===== src/hdl/mqsb_pkg.sv =====
// mqsb_pkg: shared types and constants for the multi-queue shared buffer.
// Field widths, command and status codes, controller state and the
// command/status structs between controller and datapath. No dependencies.
package mqsb_pkg;

   // Item field widths
   localparam int CMD_W      = 1;
   localparam int QID_W      = 2;
   localparam int VALUE_W    = 32;
   localparam int STATUS_W   = 2;
   localparam int REQ_USER_W = CMD_W + QID_W;
   localparam int RSP_USER_W = STATUS_W;

   // Command codes
   localparam logic [CMD_W-1:0] CMD_PUSH = 1'b0;
   localparam logic [CMD_W-1:0] CMD_POP  = 1'b1;

   // Result status codes
   localparam logic [STATUS_W-1:0] STATUS_DONE  = 2'd0;
   localparam logic [STATUS_W-1:0] STATUS_FULL  = 2'd1;
   localparam logic [STATUS_W-1:0] STATUS_EMPTY = 2'd2;

   // Controller states
   typedef enum logic [1:0] {
      S_IDLE,
      S_FETCH,
      S_POP,
      S_WAIT
   } state_type;

   // Controller to datapath commands
   typedef struct packed {
      logic take;        // latch item, read head/tail and free-list link
      logic fetch;       // pointers are back: commit push, refuse, or start pop read
      logic pop_commit;  // link and data of head slot are back: finish pop
      logic emit_held;   // move held result into output register
   } ctl_cmd_type;

   // Datapath to controller status
   typedef struct packed {
      logic pop_go;      // item is a pop on a non-empty queue
      logic out_free;    // output register can take a result this cycle
   } dp_status_type;

endpackage


===== src/hdl/mqsb_ram.sv =====
// mqsb_ram: generic single-write, single-read RAM with registered read data.
// Used for data, link, head and tail stores. No dependencies.
module mqsb_ram #(
   parameter int WIDTH = 8,
   parameter int DEPTH = 16
) (
   input  logic                                 clock,
   input  logic                                 wr_en,
   input  logic [((DEPTH > 1) ? $clog2(DEPTH) : 1)-1:0] wr_addr,
   input  logic [WIDTH-1:0]                     wr_data,
   input  logic                                 rd_en,
   input  logic [((DEPTH > 1) ? $clog2(DEPTH) : 1)-1:0] rd_addr,
   output logic [WIDTH-1:0]                     rd_data
);

   logic [WIDTH-1:0] mem_ff [DEPTH];
   logic [WIDTH-1:0] rd_data_ff;

   // Write port
   always_ff @(posedge clock) begin
      if (wr_en) begin
         mem_ff[wr_addr] <= wr_data;
      end
   end

   // Registered read port, holds when not enabled
   always_ff @(posedge clock) begin
      if (rd_en) begin
         rd_data_ff <= mem_ff[rd_addr];
      end
   end

   assign rd_data = rd_data_ff;

endmodule


===== src/hdl/mqsb_ctrl.sv =====
// mqsb_ctrl: controller state machine for the multi-queue shared buffer.
// Sequences accept, pointer fetch, pop read and result hand-off.
// Depends on mqsb_pkg.
module mqsb_ctrl (
   input  logic                    clock,
   input  logic                    reset,
   input  logic                    req_tvalid,
   output logic                    req_tready,
   input  mqsb_pkg::dp_status_type stat,
   output mqsb_pkg::ctl_cmd_type   cmd
);

   import mqsb_pkg::*;

   state_type state_ff;
   state_type state_in;

   // State register
   always_ff @(posedge clock) begin
      if (reset) begin
         state_ff <= S_IDLE;
      end else begin
         state_ff <= state_in;
      end
   end

   // Next state
   always_comb begin
      state_in = state_ff;
      unique case (state_ff)
         S_IDLE: begin
            if (req_tvalid) begin
               state_in = S_FETCH;
            end
         end
         S_FETCH: begin
            if (stat.pop_go) begin
               state_in = S_POP;
            end else if (stat.out_free) begin
               state_in = S_IDLE;
            end else begin
               state_in = S_WAIT;
            end
         end
         S_POP: begin
            state_in = stat.out_free ? S_IDLE : S_WAIT;
         end
         S_WAIT: begin
            if (stat.out_free) begin
               state_in = S_IDLE;
            end
         end
         default: begin
            state_in = S_IDLE;
         end
      endcase
   end

   // Outputs
   always_comb begin
      req_tready     = 1'b0;
      cmd            = '0;
      unique case (state_ff)
         S_IDLE: begin
            req_tready = 1'b1;
            cmd.take   = req_tvalid;
         end
         S_FETCH: begin
            cmd.fetch = 1'b1;
         end
         S_POP: begin
            cmd.pop_commit = 1'b1;
         end
         S_WAIT: begin
            cmd.emit_held = 1'b1;
         end
         default: begin
            req_tready = 1'b0;
         end
      endcase
   end

   // A pop commit always follows the pointer fetch of the same item
   a_pop_after_fetch: assert property (@(posedge clock) disable iff (reset)
      (state_ff == S_POP) |-> ($past(state_ff) == S_FETCH))
      else $error("pop commit not preceded by fetch");

endmodule


===== src/hdl/mqsb_datapath.sv =====
// mqsb_datapath: stores, pointers, free list and result register of the
// multi-queue shared buffer. Instantiates mqsb_ram; depends on mqsb_pkg.
module mqsb_datapath #(
   parameter int ENTRIES    = 64,
   parameter int QUEUES     = 4,
   parameter int DATA_WIDTH = 32
) (
   input  logic                              clock,
   input  logic                              reset,
   input  mqsb_pkg::ctl_cmd_type             cmd,
   output mqsb_pkg::dp_status_type           stat,
   input  logic [mqsb_pkg::REQ_USER_W-1:0]   req_tuser,
   input  logic [mqsb_pkg::VALUE_W-1:0]      req_tdata,
   output logic                              rsp_tvalid,
   input  logic                              rsp_tready,
   output logic [mqsb_pkg::RSP_USER_W-1:0]   rsp_tuser,
   output logic [mqsb_pkg::VALUE_W-1:0]      rsp_tdata
);

   import mqsb_pkg::*;

   localparam int PTR_W = (ENTRIES > 1) ? $clog2(ENTRIES) : 1;
   localparam int QW    = (QUEUES > 1) ? $clog2(QUEUES) : 1;
   localparam int FCW   = $clog2(ENTRIES + 1);

   // Link of a slot: slots at or above the fill mark were never written
   // and read as their start link, the next slot with wrap, not the RAM word.
   function automatic logic [PTR_W-1:0] link_next(input logic [PTR_W-1:0] idx,
                                                  input logic [PTR_W-1:0] rd,
                                                  input logic [FCW-1:0]   mark);
      logic [PTR_W-1:0] succ;
      succ = (idx == PTR_W'(ENTRIES - 1)) ? '0 : idx + PTR_W'(1);
      return (FCW'(idx) >= mark) ? succ : rd;
   endfunction

   // Item registers
   logic [CMD_W-1:0]   item_cmd_ff;
   logic [QID_W-1:0]   item_q_ff;
   logic [VALUE_W-1:0] item_value_ff;

   // Free list and queue state
   logic [PTR_W-1:0]  free_head_ff, free_head_in;
   logic [FCW-1:0]    free_count_ff, free_count_in;
   logic [FCW-1:0]    fill_mark_ff, fill_mark_in;
   logic [QUEUES-1:0] head_valid_ff, head_valid_in;

   // Result registers
   logic                rsp_valid_ff, rsp_valid_in;
   logic [STATUS_W-1:0] rsp_status_ff, rsp_status_in;
   logic [VALUE_W-1:0]  rsp_value_ff, rsp_value_in;
   logic [STATUS_W-1:0] hold_status_ff;
   logic [VALUE_W-1:0]  hold_value_ff;

   // RAM ports
   logic [PTR_W-1:0]      head_rd, tail_rd, link_rd;
   logic [DATA_WIDTH-1:0] data_rd;
   logic                  head_we, tail_we, link_we, data_we, link_re;
   logic [PTR_W-1:0]      head_wdata, link_waddr, link_raddr;
   logic [QW-1:0]         q_addr, req_q_addr;

   // Decode
   logic                is_push, in_range, q_valid, push_ok, pop_go;
   logic                push_commit, finish, out_free, out_load;
   logic [STATUS_W-1:0] res_status;
   logic [VALUE_W-1:0]  res_value;

   assign req_q_addr = QW'(req_tuser[CMD_W +: QID_W]);
   assign q_addr     = QW'(item_q_ff);
   assign is_push    = (item_cmd_ff == CMD_PUSH);
   assign in_range   = (32'(item_q_ff) < QUEUES);
   assign q_valid    = in_range && head_valid_ff[q_addr];
   assign push_ok    = is_push && in_range && (free_count_ff != '0);
   assign pop_go     = !is_push && q_valid;
   assign push_commit = cmd.fetch && push_ok;
   assign finish     = (cmd.fetch && !pop_go) || cmd.pop_commit;
   assign out_free   = !rsp_valid_ff || rsp_tready;
   assign out_load   = out_free && (finish || cmd.emit_held);

   assign stat.pop_go   = pop_go;
   assign stat.out_free = out_free;

   // Item capture
   always_ff @(posedge clock) begin
      if (cmd.take) begin
         item_cmd_ff   <= req_tuser[0 +: CMD_W];
         item_q_ff     <= req_tuser[CMD_W +: QID_W];
         item_value_ff <= req_tdata;
      end
   end

   // RAM control
   assign link_re    = cmd.take || (cmd.fetch && pop_go);
   assign link_raddr = cmd.take ? free_head_ff : head_rd;
   assign link_we    = (push_commit && q_valid) || cmd.pop_commit;
   assign link_waddr = cmd.pop_commit ? head_rd : tail_rd;
   assign head_we    = (push_commit && !q_valid) ||
                       (cmd.pop_commit && (head_rd != tail_rd));
   assign head_wdata = cmd.pop_commit ? link_next(head_rd, link_rd, fill_mark_ff)
                                      : free_head_ff;
   assign tail_we    = push_commit;
   assign data_we    = push_commit;

   mqsb_ram #(.WIDTH(DATA_WIDTH), .DEPTH(ENTRIES)) u_data_ram (
      .clock   (clock),
      .wr_en   (data_we),
      .wr_addr (free_head_ff),
      .wr_data (DATA_WIDTH'(item_value_ff)),
      .rd_en   (cmd.fetch && pop_go),
      .rd_addr (head_rd),
      .rd_data (data_rd)
   );

   mqsb_ram #(.WIDTH(PTR_W), .DEPTH(ENTRIES)) u_link_ram (
      .clock   (clock),
      .wr_en   (link_we),
      .wr_addr (link_waddr),
      .wr_data (free_head_ff),
      .rd_en   (link_re),
      .rd_addr (link_raddr),
      .rd_data (link_rd)
   );

   mqsb_ram #(.WIDTH(PTR_W), .DEPTH(QUEUES)) u_head_ram (
      .clock   (clock),
      .wr_en   (head_we),
      .wr_addr (q_addr),
      .wr_data (head_wdata),
      .rd_en   (cmd.take),
      .rd_addr (req_q_addr),
      .rd_data (head_rd)
   );

   mqsb_ram #(.WIDTH(PTR_W), .DEPTH(QUEUES)) u_tail_ram (
      .clock   (clock),
      .wr_en   (tail_we),
      .wr_addr (q_addr),
      .wr_data (free_head_ff),
      .rd_en   (cmd.take),
      .rd_addr (req_q_addr),
      .rd_data (tail_rd)
   );

   // Free list, fill mark and queue valid bits
   always_comb begin
      free_head_in  = free_head_ff;
      free_count_in = free_count_ff;
      fill_mark_in  = fill_mark_ff;
      head_valid_in = head_valid_ff;
      if (push_commit) begin
         free_head_in  = link_next(free_head_ff, link_rd, fill_mark_ff);
         free_count_in = free_count_ff - FCW'(1);
         if (FCW'(free_head_ff) >= fill_mark_ff) begin
            fill_mark_in = fill_mark_ff + FCW'(1);
         end
         head_valid_in[q_addr] = 1'b1;
      end else if (cmd.pop_commit) begin
         free_head_in = head_rd;
         if (free_count_ff < FCW'(ENTRIES)) begin
            free_count_in = free_count_ff + FCW'(1);
         end
         if (head_rd == tail_rd) begin
            head_valid_in[q_addr] = 1'b0;
         end
      end
   end

   always_ff @(posedge clock) begin
      if (reset) begin
         free_head_ff  <= '0;
         free_count_ff <= FCW'(ENTRIES);
         fill_mark_ff  <= '0;
         head_valid_ff <= '0;
      end else begin
         free_head_ff  <= free_head_in;
         free_count_ff <= free_count_in;
         fill_mark_ff  <= fill_mark_in;
         head_valid_ff <= head_valid_in;
      end
   end

   // Result of the finishing step
   always_comb begin
      if (cmd.pop_commit) begin
         res_status = STATUS_DONE;
      end else if (is_push) begin
         res_status = push_ok ? STATUS_DONE : STATUS_FULL;
      end else begin
         res_status = STATUS_EMPTY;
      end
      res_value = cmd.pop_commit ? VALUE_W'(data_rd) : '0;
   end

   // Held copy for when the output register is still occupied
   always_ff @(posedge clock) begin
      if (finish) begin
         hold_status_ff <= res_status;
         hold_value_ff  <= res_value;
      end
   end

   // Output register
   always_comb begin
      rsp_valid_in  = rsp_valid_ff && !rsp_tready;
      rsp_status_in = rsp_status_ff;
      rsp_value_in  = rsp_value_ff;
      if (out_load) begin
         rsp_valid_in  = 1'b1;
         rsp_status_in = cmd.emit_held ? hold_status_ff : res_status;
         rsp_value_in  = cmd.emit_held ? hold_value_ff : res_value;
      end
   end

   always_ff @(posedge clock) begin
      if (reset) begin
         rsp_valid_ff <= 1'b0;
      end else begin
         rsp_valid_ff <= rsp_valid_in;
      end
   end

   always_ff @(posedge clock) begin
      rsp_status_ff <= rsp_status_in;
      rsp_value_ff  <= rsp_value_in;
   end

   assign rsp_tvalid = rsp_valid_ff;
   assign rsp_tuser  = rsp_status_ff;
   assign rsp_tdata  = rsp_value_ff;

   // Free count stays within the store
   a_count_bound: assert property (@(posedge clock) disable iff (reset)
      free_count_ff <= FCW'(ENTRIES))
      else $error("free count above store size");

   // With every queue empty, every slot is back on the free list
   a_all_free: assert property (@(posedge clock) disable iff (reset)
      (head_valid_ff == '0) |-> (free_count_ff == FCW'(ENTRIES)))
      else $error("slots lost with all queues empty");

   // A pop only commits against a non-empty queue
   a_pop_nonempty: assert property (@(posedge clock) disable iff (reset)
      cmd.pop_commit |-> q_valid)
      else $error("pop commit on empty queue");

endmodule


===== src/hdl/multi_queue_shared_buffer_unit.sv =====
// Multi-queue shared buffer: QUEUES FIFO queues kept as linked lists in
// one data store of ENTRIES words, with a free list of unused slots.
// Input channel req_*: tuser holds the command (push or pop) and queue id,
// tdata the word to push. Result channel rsp_*: one item per input item,
// tuser holds status (done, store full, queue empty), tdata the popped
// word, zero for pushes and refused pops.
// A push or a refused item finishes in the fetch state and its result
// goes to the output register; a successful pop goes on through the pop
// state first, since it needs the head pointer before it can read the
// head slot's link and data from the registered-read RAMs.
// One item is in work at a time: a new item is taken only after the last
// one has finished, and req_tready is high while the controller is idle.
// A stalled receiver: the finished result sits in the output register and
// the next item is still accepted and worked; that item's result is held
// and the block waits until the output register frees.
// Reset: all queues empty, all slots free. Slot links start as "next
// slot" through a fill mark, so no clearing pass is needed and the block
// accepts items right after reset. Depends on mqsb_pkg, mqsb_ctrl,
// mqsb_datapath, mqsb_ram.
module multi_queue_shared_buffer_unit #(
   parameter int ENTRIES    = 64,
   parameter int QUEUES     = 4,
   parameter int DATA_WIDTH = 32
) (
   input  logic                            clock,
   input  logic                            reset,
   input  logic                            req_tvalid,
   output logic                            req_tready,
   input  logic [mqsb_pkg::VALUE_W-1:0]    req_tdata,   // [31:0] push_value
   input  logic [mqsb_pkg::REQ_USER_W-1:0] req_tuser,   // [0] command, [2:1] queue_id
   output logic                            rsp_tvalid,
   input  logic                            rsp_tready,
   output logic [mqsb_pkg::VALUE_W-1:0]    rsp_tdata,   // [31:0] pop_value
   output logic [mqsb_pkg::RSP_USER_W-1:0] rsp_tuser    // [1:0] status
);

   import mqsb_pkg::*;

   ctl_cmd_type   cmd;
   dp_status_type stat;

   mqsb_ctrl u_ctrl (
      .clock      (clock),
      .reset      (reset),
      .req_tvalid (req_tvalid),
      .req_tready (req_tready),
      .stat       (stat),
      .cmd        (cmd)
   );

   mqsb_datapath #(
      .ENTRIES    (ENTRIES),
      .QUEUES     (QUEUES),
      .DATA_WIDTH (DATA_WIDTH)
   ) u_datapath (
      .clock      (clock),
      .reset      (reset),
      .cmd        (cmd),
      .stat       (stat),
      .req_tuser  (req_tuser),
      .req_tdata  (req_tdata),
      .rsp_tvalid (rsp_tvalid),
      .rsp_tready (rsp_tready),
      .rsp_tuser  (rsp_tuser),
      .rsp_tdata  (rsp_tdata)
   );

endmodule

===== config.mk =====
export PLATFORM = sky130hd
export DESIGN_NAME = multi_queue_shared_buffer_unit
export DESIGN_NICKNAME = d
export VERILOG_FILES = /design/src/hdl/mqsb_pkg.sv /design/src/hdl/mqsb_ram.sv /design/src/hdl/mqsb_ctrl.sv /design/src/hdl/mqsb_datapath.sv /design/src/hdl/multi_queue_shared_buffer_unit.sv
export SDC_FILE = /design/constraint.sdc
export NUM_CORES = 2
export LEC_CHECK = 0
export ABC_AREA = 1
export BUFFER_PORTS_ARGS = -buffer_cell sky130_fd_sc_hd__buf_2
export CAP_MARGIN = 20
export CORE_MARGIN = 2
export CORE_UTILIZATION = 60
export CTS_CLUSTER_DIAMETER = 50
export CTS_CLUSTER_SIZE = 20
export DETAILED_ROUTE_END_ITERATION = 7
export PLACE_DENSITY = 0.77
export SLEW_MARGIN = 20
export SYNTH_ARGS = -nofsm -noshare
export SYNTH_HDL_FRONTEND = slang
export SYNTH_SLANG_ARGS = --single-unit

===== constraint.sdc =====
create_clock -name clock -period 8.6 [get_ports clock]
set_input_delay 0 -clock clock [delete_from_list [all_inputs] [get_ports clock]]
set_output_delay 0 -clock clock [all_outputs]
set_load 0.02 [all_outputs]

## Word level (Yosys, flattened, before mapping)

Memories as Yosys holds them, arrays and structs flattened. A register that Yosys moved wholly into a read port is not among the register bits.
Cells that the tools add are included.
W data, S select, Z words.

- Input port bits: 39
- Word-level logic and storage cells: 112
- RAM bits: 2480
- Flip-flop bits (word level): 130
- Memories: 4

- $add $sub $neg: 5
- Reductions and logical operators: 30
- Equality and inequality tests: 9
- Bitwise gates (word level): 4
- $lt $le $gt $ge: 5
- Multiplexer cells: 42

Memory list:

| name | depth | bits a word | read ports | clocked after Yosys merged registers in | write ports | RTL line | RTL |
|---|---|---|---|---|---|---|---|
| u_datapath.u_data_ram.mem_ff | 64 | 32 | 1 | 1 | 1 | mqsb_ram.sv:16 | `logic [WIDTH-1:0] mem_ff [DEPTH];` |
| u_datapath.u_link_ram.mem_ff | 64 | 6 | 1 | 1 | 1 | mqsb_ram.sv:16 |  |
| u_datapath.u_head_ram.mem_ff | 4 | 6 | 1 | 1 | 1 | mqsb_ram.sv:16 |  |
| u_datapath.u_tail_ram.mem_ff | 4 | 6 | 1 | 1 | 1 | mqsb_ram.sv:16 |  |

Operators with widths:

| kind | count |
|---|---|
| $mux W32 | 2 |
| $mux W6 | 9 |
| $mux W7 | 3 |
| $mux W1 | 15 |
| $add A7 B1 Y7 const B | 2 |
| $ge A6 B7 Y1 | 2 |
| $mux W2 | 7 |
| $add A6 B1 Y6 const B | 2 |
| $eq A6 B6 Y1 const B | 2 |
| $mux W4 | 3 |
| $logic_and A1 B1 Y1 | 11 |
| $pmux W2 S4 | 1 |
| $reduce_and A2 Y1 | 4 |
| $lt A7 B7 Y1 const B | 1 |
| $reduce_bool A7 Y1 | 1 |
| $sub A7 B1 Y7 const B | 1 |
| $eq A6 B6 Y1 | 1 |
| $logic_or A1 B1 Y1 | 6 |
| $ne A6 B6 Y1 | 1 |
| $reduce_bool A2 Y1 | 3 |
| $and A4 B4 Y4 | 1 |
| $eq A2 B2 Y1 const B | 2 |
| $logic_not A1 Y1 | 4 |
| $not A4 Y4 | 1 |
| 10 further kinds | 10 |

## Longest topological paths before layout

- Depth in word-level cells: 9
- Gate-level depth with buffers: 14
- Gate-level depth less buffers: 12

## By module

A second synthesis with hierarchy kept.

- Cells, all modules: 9016
- Area, all modules: 107596.9 um^2

By module, submodules not included:

| module | seq. area each (um^2) | instances | cells each | area each (um^2) |
|---|---|---|---|---|
| mqsb_ram (u_datapath.u_data_ram) | 62459.9 | 1 | 6769 | 83058.4 |
| mqsb_ram (u_datapath.u_link_ram) | 11711.2 | 1 | 1376 | 15990.3 |
| mqsb_datapath | 3593.4 | 1 | 635 | 5982.0 |
| mqsb_ram (u_datapath.u_head_ram ...) | 900.9 | 2 | 107 | 1221.2 |
| mqsb_ctrl | 40.0 | 1 | 22 | 123.9 |

## Least setup slack after synthesis

No wires, ideal clock.

- Path type: reg-to-reg
- From: register u_datapath.free_head_ff[0]
- To: memory u_datapath.u_data_ram.mem_ff[63][0] (netlist bit) (enable)
- Cell stages (with the launch flop): 6
- Setup slack: 2821 ps
- Clock period less this slack: 5779 ps
- Data arrival time: 5278 ps
- Path buffers: 1
- Setup time: 501 ps
- Cells stage by stage: dfxtp_1 > buf_2 > inv_1 > nor3_1 > clkinv_1 > nor4_1

RTL lines:

| element | RTL line | RTL |
|---|---|---|
| from (decl) | mqsb_datapath.sv:42 | `logic [PTR_W-1:0] free_head_ff, free_head_in;` |
| from (signal assigned) | mqsb_datapath.sv:174 | `free_head_ff <= free_head_in;` |
| to (decl) | mqsb_ram.sv:16 |  |

No word-level cell before the write port.

## Worst setup path in the final report

- From: register u_datapath.u_head_ram.rd_data_ff[0] (netlist: u_datapath.u_head_ram.rd_data[0]) (read register of u_datapath.u_head_ram.mem_ff)
- To: register u_datapath.u_link_ram.rd_data_ff[4] (netlist: u_datapath.u_link_ram.rd_data[4]) (read register of u_datapath.u_link_ram.mem_ff), data pin

- Cells in the longest elaborated chain, start to end: 1

Ends and longest elaborated chain:

| element | RTL line | RTL |
|---|---|---|
| from (decl) | mqsb_ram.sv:17 | `logic [WIDTH-1:0] rd_data_ff;` |
| $mux W6 | mqsb_datapath.sv:93 | `assign link_raddr = cmd.take ? free_head_ff : head_rd;` |
| to (decl) | mqsb_ram.sv:17 |  |

No other way between the ends.
A chain may end at the register's enable or synchronous reset.

==> results.cfg <==
[finish]
drive_gt1_share_pct = 8.41
fin_util_pct = 66.0
finalNonFillerCells = 10500
syn2layout_area_growth_pct = 9.46
layout_commonest_cell = edfxtp_1
layout_common_cells = edfxtp_1 (2633), nor2_1 (1183), o21ai_0 (1086)
final_nets = 8078

[worst_setup_path]
critical_path.top_delay_family = simple AND/OR/NAND/NOR gates
crit_path_max_fanout = 136
cp.buffers_inverters = 2
rr_startpoint = u_datapath.u_head_ram.rd_data[0]$_DFFE_PP_
cp-startpoint = u_datapath.u_head_ram.rd_data[0]$_DFFE_PP_
worstSetupPathDepth = 11
slowest_stage = nand2_4
worstPathRequired_ns = 9.20
cpPeakStageDelay_ns = 0.98
arrival_ns = 5.28
reg2regPathDepth = 11
end_kind = flop
crit_chain = inv_8 -> nand2_2 -> nand2_4 -> buf_4 -> nand2_1 -> nand3_1 -> nand3_1 -> nand3_1 -> nand3_1 -> nand3_1 -> nand2_1
regToRegSetupSlack_ns = 3.93
crit_end = u_datapath.u_link_ram.rd_data[4]$_DFFE_PP_
start_kind = flop
cpMostUsedCell = nand3_1
r2r_end = u_datapath.u_link_ram.rd_data[4]$_DFFE_PP_
critPathKind = flop to flop

[detailed_routing]
firstDrtPassIters = 8
dr_total_vias = 69700
remaining_drc_errors = 2
wirelength_um = 286000
routed_via_density = 6.64
drtIter0Drc = 12700
ant_nets = 0
post_drt_wl_per_cell_um = 27.2

[yosys]
ys_async_sr_fraction_pct = 0
synth_top_cell_area_share_pct = 74.7
synth_ff_type = edfxtp_1
synth_cells = 8083
synth_cell_types = 42
synth_area_per_cell_um2 = 13.1
ys_top_cells_by_area = edfxtp_1 (75%), o21ai_0 (5.1%), nor2_1 (4.4%), nand3_1 (3.0%), o221ai_1 (2.1%)
synth-edff-count = 2633
ys_ff_latch = 2660
ys_seq_area_share_pct = 75.2
synth_area_mm2 = 0.106
ys.warnings.count = 0
synth_top_cell_by_area = edfxtp_1
syn_nets = 8144

[clocking]
htree_levels = 4
clockRootBuffer = clkbuf_16
cts.reportedPaths.clkPinSlew_ns = 0.08
cts_buffers = 186
clk_latency_ns = 0.86
hold_buffers = 71
cts_resized = 0
cts_tree = yes
post_cts_buffers = 0
cts_sinks = 2660
clk_path_buf_depth = 3

[sta]
skew_ns = 0.0513
max_slew.worst_pin.slew_ns = 1.25
tns_ns = 0
hold_ws_ns = 0.103
setup_viol = 0
slew_viol_final = 0
period_minus_slack_ns = 4.67
max_freq_mhz = 214
timing.slew.headroom_pct = 16.9
rsz0062_at_grt = no
worst_slack_ns = 3.93
finalCritPeriodShare_pct = 54.4
hold_viol = 0

[power]
pwr_density_cell_mw_per_mm2 = 221
peakVddDrop_mv = 0.196
total_leakage_power_nw = 38.2

[grt]
antenna_found_initial = 8
grt_first_pass_wirelength_um = 419000
grt_pass1_vias = 67300
grt_overflow = 0
track_usage_pct = 31.2
grt_max_degree = 219

[worst_hold_path]
hold_class = primary input to flop

[outcome]
violations = design-rule violations
status = finished, violations left

[floorplan]
die-area_mm2 = 0.180
core_mm2 = 0.176
initial_utilization_pct = 60.3
dieHeight_um = 424
rows = 154
die_w_um = 424
ioPinCount = 75

[place]
port_buffers = 74
gp_congestion = 0.930
dp.cells = 10100
place_ws_ns = 4.07
dp_hpwl_um = 148000

[job]
drv_cap = 0
## worst register-to-register path: stages, from the launching register on
cell	delay, ns
edfxtp_1	0.47
inv_8	0.52
nand2_2	0.73
nand2_4	0.99
buf_4	0.85
nand2_1	0.19
nand3_1	0.13
nand3_1	0.08
nand3_1	0.13
nand3_1	0.16
nand3_1	0.13
nand2_1	0.06
## report_power, final
part	total [mW]	internal [mW]	switching, mW
clock	9.27	4.71	4.56
combinational	2.00	0.482	1.52
sequential	14.3	14.3	0.0346
## stage by stage
stage / power (mW) / instance area, um^2
floorplan: 15.8 / 106000
global placement: 16.5 / 109000
detailed placement: 16.5 / 109000
CTS: 25.6 / 116000
global route: 26.2 / 116000
finish: 25.6 / 116000
## state kept, by name, summed over array words and instances, names as in the netlist, 7 cells and up, named ones only
signal	count
u_datapath.rsp_tdata	32
u_datapath.u_tail_ram.mem_ff	24
u_datapath.free_count_ff	7
u_datapath.u_link_ram.mem_ff	384
u_datapath.u_data_ram.mem_ff	2048
u_datapath.u_data_ram.rd_data	32
u_datapath.u_head_ram.mem_ff	24
u_datapath.fill_mark_ff	7
u_datapath.item_value_ff	32
u_datapath.hold_value_ff	32
## synth_stat cells, drive strengths merged (3+ instances only)
library cell  number
o211ai           257
edfxtp          2633
xor2               4
nor2            1244
ha                21
inv              470
o22ai            269
xnor2              4
nand2            493
buf              141
nor3              16
a21oi             33
a22oi              3
o221ai           256
nand3            631
or2                3
dfxtp             27
nand4             17
o21ai           1095
clkinv             4
a31o              32
clkbuf           419
## final cells by class
cell class	instances	area (um^2)
Multi-Input combinational cell	4389	22800
Tap cell	2340	2930
Inverter	474	1810
Clock inverter	127	1420
Fill cell	11800	59800
Antenna cell	2	5.00
Sequential cell	2660	79600
Clock buffer	204	4860
Timing Repair Buffer	306	2510
## layer usage
metal	vias up	track usage, %	part of all wire (%)
met5	-	0	0
met4	0	15.0	5.1
met3	814	7.34	13
met2	5080	48.3	46
met1	34100	42.1	35
li1	29700	-	-
## cells by family after synthesis
logic type      synth area share, %
compound gates                 11.2
xor+xnor                     0.0662
fa+ha+maj                     0.267
buf+inv                        3.81
flops                          75.2
mux                          0.0106
simple gates                   9.44
## worst min path at each step
stage                  start                                         end  slack, ns  cells past startpoint
2_1_floorplan   req_tuser[0]            u_datapath.item_cmd_ff$_DFFE_PP_        0.1                      0
3_3_place_gp    req_tdata[0]       u_datapath.item_value_ff[0]$_DFFE_PP_       0.18                      1
3_5_place_dp   req_tdata[11]      u_datapath.item_value_ff[11]$_DFFE_PP_       0.18                      1
4_1_cts           req_tvalid  u_datapath.u_link_ram.rd_data[1]$_DFFE_PP_       0.02                      3
5_1_grt           req_tvalid  u_datapath.u_link_ram.rd_data[1]$_DFFE_PP_       0.09                      3
6_report          req_tvalid  u_datapath.u_link_ram.rd_data[1]$_DFFE_PP_       0.10                      3
Power figures use the tool's default switching activity.
